===== src/hw/rtl/lls_pkg.sv =====
// Shared types, token kinds and character helpers for the token scanner.
package lls_pkg;

   localparam int OFFSET_BITS_DEF     = 20;
   localparam int LINE_BITS_DEF       = 16;
   localparam int KEYWORD_MAX_LEN_DEF = 6;

   localparam int QUEUE_DEPTH = 8;
   localparam int MAX_PUSH    = 3;

   localparam logic [5:0] K_LEFT_PAREN  = 6'd0;
   localparam logic [5:0] K_RIGHT_PAREN = 6'd1;
   localparam logic [5:0] K_LEFT_BRACE  = 6'd2;
   localparam logic [5:0] K_RIGHT_BRACE = 6'd3;
   localparam logic [5:0] K_COMMA       = 6'd4;
   localparam logic [5:0] K_DOT         = 6'd5;
   localparam logic [5:0] K_MINUS       = 6'd6;
   localparam logic [5:0] K_PLUS        = 6'd7;
   localparam logic [5:0] K_SEMICOLON   = 6'd8;
   localparam logic [5:0] K_SLASH       = 6'd9;
   localparam logic [5:0] K_STAR        = 6'd10;
   localparam logic [5:0] K_BANG        = 6'd11;
   localparam logic [5:0] K_EQUAL       = 6'd13;
   localparam logic [5:0] K_GREATER     = 6'd15;
   localparam logic [5:0] K_LESS        = 6'd17;
   localparam logic [5:0] K_IDENT       = 6'd19;
   localparam logic [5:0] K_STRING      = 6'd20;
   localparam logic [5:0] K_NUMBER      = 6'd21;
   localparam logic [5:0] K_KW_BASE     = 6'd22;
   localparam logic [5:0] K_EOF         = 6'd38;
   localparam logic [5:0] K_BADCHAR     = 6'd39;
   localparam logic [5:0] K_UNTERM      = 6'd40;

   // keywords, right aligned, in kind order
   localparam logic [63:0] KW_TEXT [16] = '{
      64'("and"), 64'("class"), 64'("else"), 64'("false"),
      64'("fun"), 64'("for"), 64'("if"), 64'("nil"),
      64'("or"), 64'("print"), 64'("return"), 64'("super"),
      64'("this"), 64'("true"), 64'("var"), 64'("while")
   };

   typedef struct packed {
      logic [7:0] source_byte;
      logic       end_marker;
   } req_item_type;

   typedef struct packed {
      logic [5:0]  kind;
      logic [19:0] start_offset;
      logic [19:0] token_length;
      logic [15:0] line_number;
      logic        last_of_run;
   } rsp_item_type;

   typedef struct packed {
      logic [1:0]                  count;
      rsp_item_type [MAX_PUSH-1:0] item;
   } push_type;

   function automatic logic is_digit(input logic [7:0] c);
      return (c >= "0") && (c <= "9");
   endfunction

   function automatic logic is_alpha(input logic [7:0] c);
      return ((c >= "a") && (c <= "z")) || ((c >= "A") && (c <= "Z")) || (c == "_");
   endfunction

   function automatic logic [5:0] kw_kind(input logic [63:0] word);
      logic [5:0] k;
      k = K_IDENT;
      for (int i = 15; i >= 0; i--) begin
         if (word == KW_TEXT[i]) k = K_KW_BASE + 6'(i);
      end
      return k;
   endfunction

   function automatic logic [5:0] op_single(input logic [7:0] p);
      logic [5:0] k;
      unique case (p)
         "!":     k = K_BANG;
         "=":     k = K_EQUAL;
         ">":     k = K_GREATER;
         "<":     k = K_LESS;
         default: k = K_SLASH;
      endcase
      return k;
   endfunction

endpackage


===== src/hw/rtl/lls_scan.sv =====
// Scanner state and per-byte token generation, up to three tokens per item.
module lls_scan #(
   parameter int OFFSET_BITS     = lls_pkg::OFFSET_BITS_DEF,
   parameter int LINE_BITS       = lls_pkg::LINE_BITS_DEF,
   parameter int KEYWORD_MAX_LEN = lls_pkg::KEYWORD_MAX_LEN_DEF
) (
   input  logic                  clock,
   input  logic                  reset,
   input  logic                  accept,
   input  lls_pkg::req_item_type req_data,
   output lls_pkg::push_type     push
);
   import lls_pkg::*;

   localparam int PW = 8 * KEYWORD_MAX_LEN;
   localparam logic [OFFSET_BITS-1:0] LEN_MAX  = '1;
   localparam logic [LINE_BITS-1:0]   LINE_MAX = '1;

   typedef enum logic [3:0] {
      M_IDLE, M_OP, M_COMMENT, M_STRING, M_INT, M_DOT, M_FRAC, M_IDENT
   } mode_type;

   mode_type               mode_ff, mode_in;
   logic [OFFSET_BITS-1:0] tstart_ff, tstart_in;
   logic [OFFSET_BITS-1:0] pos_ff, pos_in;
   logic [LINE_BITS-1:0]   line_ff, line_in;
   logic [PW-1:0]          prefix_ff, prefix_in;
   logic [7:0]             pend_ff, pend_in;
   logic [OFFSET_BITS-1:0] len_ff, len_in;

   logic                   f1_v, f2_v, t_v, do_flush, do_start, is_eof;
   logic [5:0]             f1_kind, t_kind;
   logic [OFFSET_BITS-1:0] f1_len, t_start, t_len, len_sat;
   logic [LINE_BITS-1:0]   line_inc;
   logic [7:0]             c;
   logic [1:0]             nf, cnt;
   rsp_item_type [MAX_PUSH-1:0] toks;

   always_comb begin
      c         = req_data.source_byte;
      mode_in   = mode_ff;
      tstart_in = tstart_ff;
      pos_in    = pos_ff + 1'b1;
      line_in   = line_ff;
      prefix_in = prefix_ff;
      pend_in   = pend_ff;
      len_in    = len_ff;
      f1_v = 1'b0; f2_v = 1'b0; t_v = 1'b0;
      f1_kind = K_NUMBER; f1_len = len_ff;
      t_kind = K_EOF; t_start = pos_ff; t_len = '0;
      do_flush = 1'b0; do_start = 1'b0; is_eof = 1'b0;
      len_sat  = (len_ff < LEN_MAX) ? len_ff + 1'b1 : len_ff;
      line_inc = (line_ff < LINE_MAX) ? line_ff + 1'b1 : line_ff;

      if (req_data.end_marker) begin
         is_eof = 1'b1;
         if (mode_ff == M_STRING) begin
            f1_v = 1'b1; f1_kind = K_UNTERM;
         end else begin
            do_flush = 1'b1;
         end
         t_v = 1'b1;
      end else begin
         unique case (mode_ff)
            M_OP: begin
               if (pend_ff == "/" && c == "/") begin
                  mode_in = M_COMMENT;
               end else if (pend_ff != "/" && c == "=") begin
                  t_v = 1'b1; t_kind = op_single(pend_ff) + 6'd1;
                  t_start = tstart_ff; t_len = OFFSET_BITS'(2);
                  mode_in = M_IDLE;
               end else begin
                  do_flush = 1'b1; do_start = 1'b1;
               end
            end
            M_COMMENT: begin
               if (c == "\n") begin
                  mode_in = M_IDLE; line_in = line_inc;
               end
            end
            M_STRING: begin
               len_in = len_sat;
               if (c == "\"") begin
                  t_v = 1'b1; t_kind = K_STRING; t_start = tstart_ff; t_len = len_sat;
                  mode_in = M_IDLE;
               end else if (c == "\n") begin
                  line_in = line_inc;
               end
            end
            M_INT: begin
               if (is_digit(c)) len_in = len_sat;
               else if (c == ".") mode_in = M_DOT;
               else begin do_flush = 1'b1; do_start = 1'b1; end
            end
            M_DOT: begin
               if (is_digit(c)) begin
                  len_in  = (len_sat < LEN_MAX) ? len_sat + 1'b1 : len_sat;
                  mode_in = M_FRAC;
               end else begin
                  do_flush = 1'b1; do_start = 1'b1;
               end
            end
            M_FRAC: begin
               if (is_digit(c)) len_in = len_sat;
               else begin do_flush = 1'b1; do_start = 1'b1; end
            end
            M_IDENT: begin
               if (is_alpha(c) || is_digit(c)) begin
                  if (len_ff < OFFSET_BITS'(KEYWORD_MAX_LEN))
                     prefix_in = {prefix_ff[PW-9:0], c};
                  len_in = len_sat;
               end else begin
                  do_flush = 1'b1; do_start = 1'b1;
               end
            end
            default: do_start = 1'b1;
         endcase
      end

      if (do_flush) begin
         unique case (mode_ff) inside
            M_OP: begin
               f1_v = 1'b1; f1_kind = op_single(pend_ff); f1_len = OFFSET_BITS'(1);
            end
            M_INT, M_FRAC: f1_v = 1'b1;
            M_DOT: begin
               f1_v = 1'b1; f2_v = 1'b1;
            end
            M_IDENT: begin
               f1_v = 1'b1;
               f1_kind = (len_ff <= OFFSET_BITS'(KEYWORD_MAX_LEN)) ?
                         kw_kind(64'(prefix_ff)) : K_IDENT;
            end
            default: f1_v = 1'b0;
         endcase
      end

      if (do_start) begin
         mode_in   = M_IDLE;
         tstart_in = pos_ff;
         len_in    = OFFSET_BITS'(1);
         t_start   = pos_ff;
         t_len     = OFFSET_BITS'(1);
         unique case (c) inside
            "(": begin t_v = 1'b1; t_kind = K_LEFT_PAREN; end
            ")": begin t_v = 1'b1; t_kind = K_RIGHT_PAREN; end
            "{": begin t_v = 1'b1; t_kind = K_LEFT_BRACE; end
            "}": begin t_v = 1'b1; t_kind = K_RIGHT_BRACE; end
            ",": begin t_v = 1'b1; t_kind = K_COMMA; end
            ".": begin t_v = 1'b1; t_kind = K_DOT; end
            "-": begin t_v = 1'b1; t_kind = K_MINUS; end
            "+": begin t_v = 1'b1; t_kind = K_PLUS; end
            ";": begin t_v = 1'b1; t_kind = K_SEMICOLON; end
            "*": begin t_v = 1'b1; t_kind = K_STAR; end
            "!", "=", "<", ">", "/": begin
               mode_in = M_OP; pend_in = c;
            end
            " ", "\r", "\t": t_v = 1'b0;
            "\n": line_in = line_inc;
            "\"": mode_in = M_STRING;
            default: begin
               if (is_digit(c)) mode_in = M_INT;
               else if (is_alpha(c)) begin
                  mode_in = M_IDENT; prefix_in = PW'(c);
               end else begin
                  t_v = 1'b1; t_kind = K_BADCHAR;
               end
            end
         endcase
      end

      if (is_eof) begin
         mode_in = M_IDLE; tstart_in = '0; pos_in = '0; line_in = LINE_BITS'(1);
         prefix_in = '0; pend_in = '0; len_in = '0;
      end

      // pack candidates in order: flushed token, trailing dot, new token
      toks = '0;
      toks[0].kind = f1_kind;
      toks[0].start_offset = 20'(tstart_ff);
      toks[0].token_length = 20'(f1_len);
      toks[0].line_number  = 16'(line_ff);
      toks[1].kind = K_DOT;
      toks[1].start_offset = 20'(pos_ff - 1'b1);
      toks[1].token_length = 20'd1;
      toks[1].line_number  = 16'(line_ff);
      nf = {1'b0, f1_v} + {1'b0, f2_v};
      if (t_v) begin
         toks[nf].kind         = t_kind;
         toks[nf].start_offset = 20'(t_start);
         toks[nf].token_length = 20'(t_len);
         toks[nf].line_number  = is_eof ? 16'd0 : 16'(line_ff);
      end
      cnt = nf + {1'b0, t_v};
      for (int i = 0; i < MAX_PUSH; i++) begin
         toks[i].last_of_run = (2'(i) == cnt - 2'd1);
      end
      push.item  = toks;
      push.count = accept ? cnt : 2'd0;
   end

   always_ff @(posedge clock) begin
      if (reset) begin
         mode_ff   <= M_IDLE;
         tstart_ff <= '0;
         pos_ff    <= '0;
         line_ff   <= LINE_BITS'(1);
         prefix_ff <= '0;
         pend_ff   <= '0;
         len_ff    <= '0;
      end else if (accept) begin
         mode_ff   <= mode_in;
         tstart_ff <= tstart_in;
         pos_ff    <= pos_in;
         line_ff   <= line_in;
         prefix_ff <= prefix_in;
         pend_ff   <= pend_in;
         len_ff    <= len_in;
      end
   end

endmodule


===== src/hw/rtl/lls_fifo.sv =====
// Token queue: takes up to three items per cycle, hands out one per cycle while rsp_stall is low.
module lls_fifo (
   input  logic                  clock,
   input  logic                  reset,
   input  lls_pkg::push_type     push,
   output logic                  full,
   output logic                  rsp_valid,
   input  logic                  rsp_stall,
   output lls_pkg::rsp_item_type rsp_data
);
   import lls_pkg::*;

   localparam int PTR_W = $clog2(QUEUE_DEPTH);

   rsp_item_type       mem_ff [QUEUE_DEPTH];
   logic [PTR_W-1:0]   wr_ptr_ff, rd_ptr_ff;
   logic [PTR_W:0]     count_ff, count_in;
   logic               pop;

   assign rsp_valid = (count_ff != '0);
   assign rsp_data  = mem_ff[rd_ptr_ff];
   assign pop       = rsp_valid && !rsp_stall;
   // room for a worst-case burst must exist before an item is taken
   assign full      = (count_ff > (PTR_W+1)'(QUEUE_DEPTH - MAX_PUSH));
   assign count_in  = count_ff + (PTR_W+1)'(push.count) - (PTR_W+1)'(pop);

   always_ff @(posedge clock) begin
      for (int i = 0; i < MAX_PUSH; i++) begin
         if (2'(i) < push.count) mem_ff[wr_ptr_ff + PTR_W'(i)] <= push.item[i];
      end
   end

   always_ff @(posedge clock) begin
      if (reset) begin
         wr_ptr_ff <= '0;
         rd_ptr_ff <= '0;
         count_ff  <= '0;
      end else begin
         wr_ptr_ff <= wr_ptr_ff + PTR_W'(push.count);
         rd_ptr_ff <= rd_ptr_ff + PTR_W'(pop);
         count_ff  <= count_in;
      end
   end

endmodule


===== src/hw/rtl/lox_lexer_token_scanner.sv =====
// Top level of the streaming token scanner: scan logic plus token queue.
//
//   channel | dir | handshake           | payload
//   req_    | in  | req_valid/req_stall | source_byte, end_marker
//   rsp_    | out | rsp_valid/rsp_stall | kind, start_offset, token_length,
//           |     |                     | line_number, last_of_run
//
// One byte is taken per cycle while req_stall is low; its tokens enter the queue at that
// edge and are handed out on rsp_ in order, one per cycle while rsp_stall is low.
// req_stall rises when the eight-entry queue has fewer than three free slots.
// Reset is synchronous: line 1, offset 0, queue empty. No clearing pass.
module lox_lexer_token_scanner #(
   parameter int OFFSET_BITS     = lls_pkg::OFFSET_BITS_DEF,
   parameter int LINE_BITS       = lls_pkg::LINE_BITS_DEF,
   parameter int KEYWORD_MAX_LEN = lls_pkg::KEYWORD_MAX_LEN_DEF
) (
   input  logic                  clock,
   input  logic                  reset,
   input  logic                  req_valid,
   output logic                  req_stall,
   input  lls_pkg::req_item_type req_data,
   output logic                  rsp_valid,
   input  logic                  rsp_stall,
   output lls_pkg::rsp_item_type rsp_data
);
   import lls_pkg::*;

   logic     accept;
   push_type push;

   assign accept = req_valid && !req_stall;

   lls_scan #(
      .OFFSET_BITS(OFFSET_BITS),
      .LINE_BITS(LINE_BITS),
      .KEYWORD_MAX_LEN(KEYWORD_MAX_LEN)
   ) u_scan (
      .clock(clock),
      .reset(reset),
      .accept(accept),
      .req_data(req_data),
      .push(push)
   );

   lls_fifo u_fifo (
      .clock(clock),
      .reset(reset),
      .push(push),
      .full(req_stall),
      .rsp_valid(rsp_valid),
      .rsp_stall(rsp_stall),
      .rsp_data(rsp_data)
   );

`ifndef SYNTHESIS
   a_eof_emits: assert property (@(posedge clock) disable iff (reset)
      accept && req_data.end_marker |-> push.count != 2'd0)
      else $error("end marker produced no token");
   a_no_push_idle: assert property (@(posedge clock) disable iff (reset)
      !accept |-> push.count == 2'd0)
      else $error("token pushed without an accepted item");
   a_burst_limit: assert property (@(posedge clock) disable iff (reset)
      push.count != 2'd0 |-> push.item[push.count - 2'd1].last_of_run)
      else $error("last token of item not marked");
   a_reset_empty: assert property (@(posedge clock)
      reset |=> !rsp_valid)
      else $error("queue not empty after reset");
`endif

endmodule


===== config.mk =====
export PLATFORM = sky130hd
export DESIGN_NAME = lox_lexer_token_scanner
export DESIGN_NICKNAME = d
export VERILOG_FILES = /design/src/hw/rtl/lls_pkg.sv /design/src/hw/rtl/lls_scan.sv /design/src/hw/rtl/lls_fifo.sv /design/src/hw/rtl/lox_lexer_token_scanner.sv
export SDC_FILE = /design/constraint.sdc
export NUM_CORES = 2
export LEC_CHECK = 0
export BUFFER_PORTS_ARGS = -buffer_cell sky130_fd_sc_hd__buf_4
export CAP_MARGIN = 15
export CORE_MARGIN = 8
export CORE_UTILIZATION = 40
export DETAILED_ROUTE_END_ITERATION = 8
export HOLD_SLACK_MARGIN = 0.15
export PLACE_DENSITY_LB_ADDON = 0.25
export SETUP_SLACK_MARGIN = 0.3
export SYNTH_ARGS = -nofsm -noshare
export SYNTH_HDL_FRONTEND = slang
export SYNTH_SLANG_ARGS = --single-unit
export TNS_END_PERCENT = 50

===== constraint.sdc =====
create_clock -name clock -period 13.21 [get_ports clock]
set_clock_uncertainty 0.15 [all_clocks]
set_input_delay 2.642 -clock clock [delete_from_list [all_inputs] [get_ports clock]]
set_output_delay 2.642 -clock clock [all_outputs]
set_load 0.02 [all_outputs]

==> results_dict.tcl <==
set metrics [dict create \
    outcome "finished, violations left" \
    violations "design-rule violations" \
    vdd.ir_drop.worst_uv 142 \
    cts_resized 0 \
    p_switching_mw 2.06 \
    tightest_slew_ps 1200 \
    r2r-start "u_scan.pend_ff[6]" \
    coreArea_um2 91800 \
    start_util_pct 40.5 \
    antenna_found_initial 1 \
    cellPowerDensity_nw_per_um2 153 \
    cts_tree "done" \
    routed-wl-met2_mm 60.0 \
    cp.required_ps 13480 \
    min_period_ps 7730 \
    cts-buffers-inserted 76 \
    syn_inst 3480 \
    slowest_stage "nor4b_2" \
    syn_area_um2 37200 \
    clkTransAtPathRegs_ps 50 \
    synth-seq-cells 649 \
    p_leak_nw 13.2 \
    cts_setup_buffers 0 \
    drt_iter0_markers 4680 \
    crit_path_frequent_cell "buf_4" \
    path_class "in2reg" \
    gp_congestion 0.917 \
    start_kind "input pin" \
    die_x_um 321 \
    postSynthNetCount 3519 \
    seq_power_share_pct 38.6 \
    first_pass_iters 9 \
    vias 31500 \
    port_buffers 77 \
    rr_worst_depth 14 \
    synthArstFlopShare_pct 0 \
    holdPathEnd "u_scan.pend_ff[5]" \
    final_nets 3461 \
    fin_crit_sh_pct 58.5 \
    cap_viol_max_count 0 \
    path_max_fanout 32 \
    yosys_warnings 0 \
    preCtsSetupSlack_ps 5060 \
    hold_viol_final 0 \
    p_int_mw 4.30 \
    slew_violations 0 \
    fin_tns_setup_ps 0 \
    wl_per_cell_um 28.9 \
    yosysUniqueCellTypes 101 \
    clock-sinks 649 \
    layout-drive-gt1-share_pct 16.6 \
    ant_nets 0 \
    holdPathStages 2 \
    grt_pass1_vias 30100 \
    cts-hold-fix-buffers 0 \
    synth_enable_flop_cells 504 \
    worstPathCellList "buf_4 > nor4b_2 > and3_1 > mux2_4 > o211ai_4 > nor2_1 > or3_1 > inv_1 > fa_1 > nor2b_1 > and2_1 > nand2_1 > buf_4 > nand2_1 > buf_4 > o221ai_1" \
    ios 78 \
    yosysTopAreaCell "edfxtp_1" \
    ys_seq_area_share_pct 48.5 \
    diodes 0 \
    finalWorstSetupSlack_ps 5480 \
    power_mw 6.36 \
    arrival_ps 8000 \
    crit_family "simple AND/OR/NAND/NOR gates" \
    netlist.area_leader.share_pct 40.7 \
    die_height_um 321 \
    topRoutingLayerUsed "met4" \
    drc 6 \
    netSwitchingFraction_pct 32.4 \
    cts-root-buf "clkbuf_16" \
    critPathCaptureType "register" \
    dp_hpwl_mm 80.6 \
    wl_mm 136 \
    p_comb_share_pct 28.0 \
    max-slew-margin-rel_pct 19.7 \
    setup_viol 0 \
    grt_first_pass_wirelength_mm 199 \
    area_growth_pct 11.8 \
    worstSkewPairLatency_ps 630 \
    cts_max_level 3 \
    reg2reg_setup_slack_ps 6970 \
    hp-class "reg2reg" \
    rsz0062_at_grt "false" \
    detailroute.wirelength.met3_mm 17.5 \
    fmax_ghz 0.129 \
    r2r-end "u_fifo.mem_ff[1][2]" \
    slowest_delay_ps 860 \
    power_frac_clock_pct 33.4 \
    grt_usage_pct 25.4 \
    clock_path_buffers 3 \
    synthTopCellsByArea "edfxtp_1 41%, dfxtp_1 7.8%, mux4_2 7.6%" \
    wl_met1_mm 53.2 \
    grt_max_degree 95 \
    path_buf_inv 4 \
    hold_start "u_scan.pend_ff[5]" \
    drt-vias-per-instance 6.66 \
    avgSynthCellArea_um2 10.7 \
    row_count 111 \
    grt_overflow 0 \
    die_area_um2 103000 \
    synth_ff_type "edfxtp_1" \
]
-- worst register-to-register path, delay by kind of cell, from the launching register on --
kind / cells / cell delay (ps)
AO/OA/AOI/OAI: 2 / 1010
adder cells (fa/ha/maj): 1 / 420
buffers and inverters: 3 / 1390
flip-flops: 1 / 320
multiplexers: 1 / 370
AND/OR/NAND/NOR: 7 / 2160
-- Yosys cell counts, types with 8 or more instances --
library cell and number:
nand2_1 601, edfxtp_1 504, o221ai_1 301, clkbuf_1 240, nor2_1 187, and2_1 151
dfxtp_1 145, mux4_2 126, o21ai_0 112, a21oi_1 90, mux2_2 75, nand3_1 70
a22oi_1 66, a22o_1 53, nor3_1 45, nand4_1 40, nor4_1 40, inv_1 39
mux2i_1 39, and3_1 35, xor2_1 35, buf_2 34, o211ai_1 34, buf_1 29
a31oi_1 27, or3_1 25, ha_1 23, xnor2_1 21, nor2b_1 20, a21o_1 19
nand2b_1 16, nor4bb_1 11, or2_2 11, a221o_1 10, o2111ai_1 10, o21ai_1 10
o31ai_1 10, or4_1 10, and4_1 9, a221oi_1 8, o32a_1 8
-- state kept, by name, summed over array words and instances (netlist names) --
signal,flops
u_scan.mode_ff,3
u_scan.tstart_ff,20
u_fifo.rd_ptr_ff,3
u_fifo.wr_ptr_ff,3
u_scan.prefix_ff,48
u_fifo.count_ff,4
u_scan.pos_ff,20
u_scan.pend_ff,8
u_scan.len_ff,20
u_scan.line_ff,16
u_fifo.mem_ff,504
-- metal layers --
layer  GRT usage [%]  up-vias
li1                -    13400
met1            34.2    15400
met2            38.8     2182
met3            7.16      437
met4            9.84        0
met5               0        -
-- power groups by stage --
stage                     registers [mW]  logic [mW]  clock network (mW)
after floorplan                     2.47        1.15                   0
after global placement              2.50        1.76                   0
after detailed placement            2.50        1.77                   0
after CTS                           2.46        1.77                2.14
after global routing                2.47        1.87                2.21
final                               2.46        1.78                2.12
-- how the worst max path moves through the flow --
stage / endpoint / start / slack [ps] / cells past startpoint
final: u_fifo.mem_ff[3][56] / req_data[5] / 5480 / 16
after global routing: u_fifo.mem_ff[3][8] / req_data[5] / 5200 / 18
after CTS: u_fifo.mem_ff[2][46] / req_data[5] / 5690 / 13
after detailed placement: u_fifo.mem_ff[2][46] / req_data[5] / 5060 / 13
after global placement: u_fifo.mem_ff[6][41] / req_data[5] / 5190 / 16
after floorplan: u_fifo.mem_ff[2][0] / req_data[5] / 2620 / 14
-- layout by cell type (no fill, tap or decap), types with 15 or more instances in the layout --
| cell | n |
|---|---|
| nand2_1 | 596 |
| edfxtp_1 | 504 |
| o221ai_1 | 300 |
| nor2_1 | 170 |
| buf_4 | 168 |
| and2_1 | 151 |
| dfxtp_1 | 142 |
| mux4_2 | 126 |
| o21ai_0 | 105 |
| a21oi_1 | 88 |
| clkbuf_16 | 79 |
| mux2_2 | 75 |
| a22oi_1 | 66 |
| nand3_1 | 65 |
| a22o_1 | 53 |
| nand4_1 | 40 |
| inv_1 | 39 |
| mux2i_1 | 39 |
| nor3_1 | 38 |
| nor4_1 | 37 |
| and3_1 | 35 |
| xor2_1 | 35 |
| o211ai_1 | 34 |
| a31oi_1 | 27 |
| or3_1 | 25 |
| ha_1 | 23 |
| xnor2_1 | 21 |
| nor2b_1 | 20 |
| clkbuf_1 | 20 |
| a21o_1 | 18 |
| nand2b_1 | 16 |
| nor2_2 | 15 |
| clkinv_1 | 15 |
-- logic make-up (layout without fill, tap and decap cells) --
family	after synthesis	after routing	share of synthesized area, %
XOR/XNOR	56	56	1.32
AND/OR/NAND/NOR	1313	1313	17.0
AO/OA/AOI/OAI	846	846	17.5
buffers and inverters	348	351	3.68
flip-flops	649	649	48.5
adder cells (fa/ha/maj)	27	27	0.963
multiplexers	241	241	11.0
-- final cells by class --
| type | count | area, µm² |
|---|---|---|
| clock buffer | 103 | 2110 |
| clock inverter | 36 | 352 |
| fill | 8467 | 50300 |
| inverter | 40 | 150 |
| multi-input combinational | 2483 | 18000 |
| sequential | 649 | 18000 |
| tap | 1243 | 1560 |
| timing repair buffer | 172 | 1310 |
-- stage by stage --
| stage | hold WS [ps] | cells | utilization [%] | instance area (µm²) |
|---|---|---|---|---|
| finish | 291 | 4726 | 45.3 | 41500 |
| global route | 323 | 4726 | 45.3 | 41500 |
| CTS | 292 | 4723 | 45.2 | 41500 |
| detailed placement | 285 | 4584 | 42.5 | 39100 |
| global placement | 280 | 4583 | 42.5 | 39100 |
| floorplan | 271 | 3480 | - | 37200 |
Note: power is estimated with default switching activity, not from simulation.
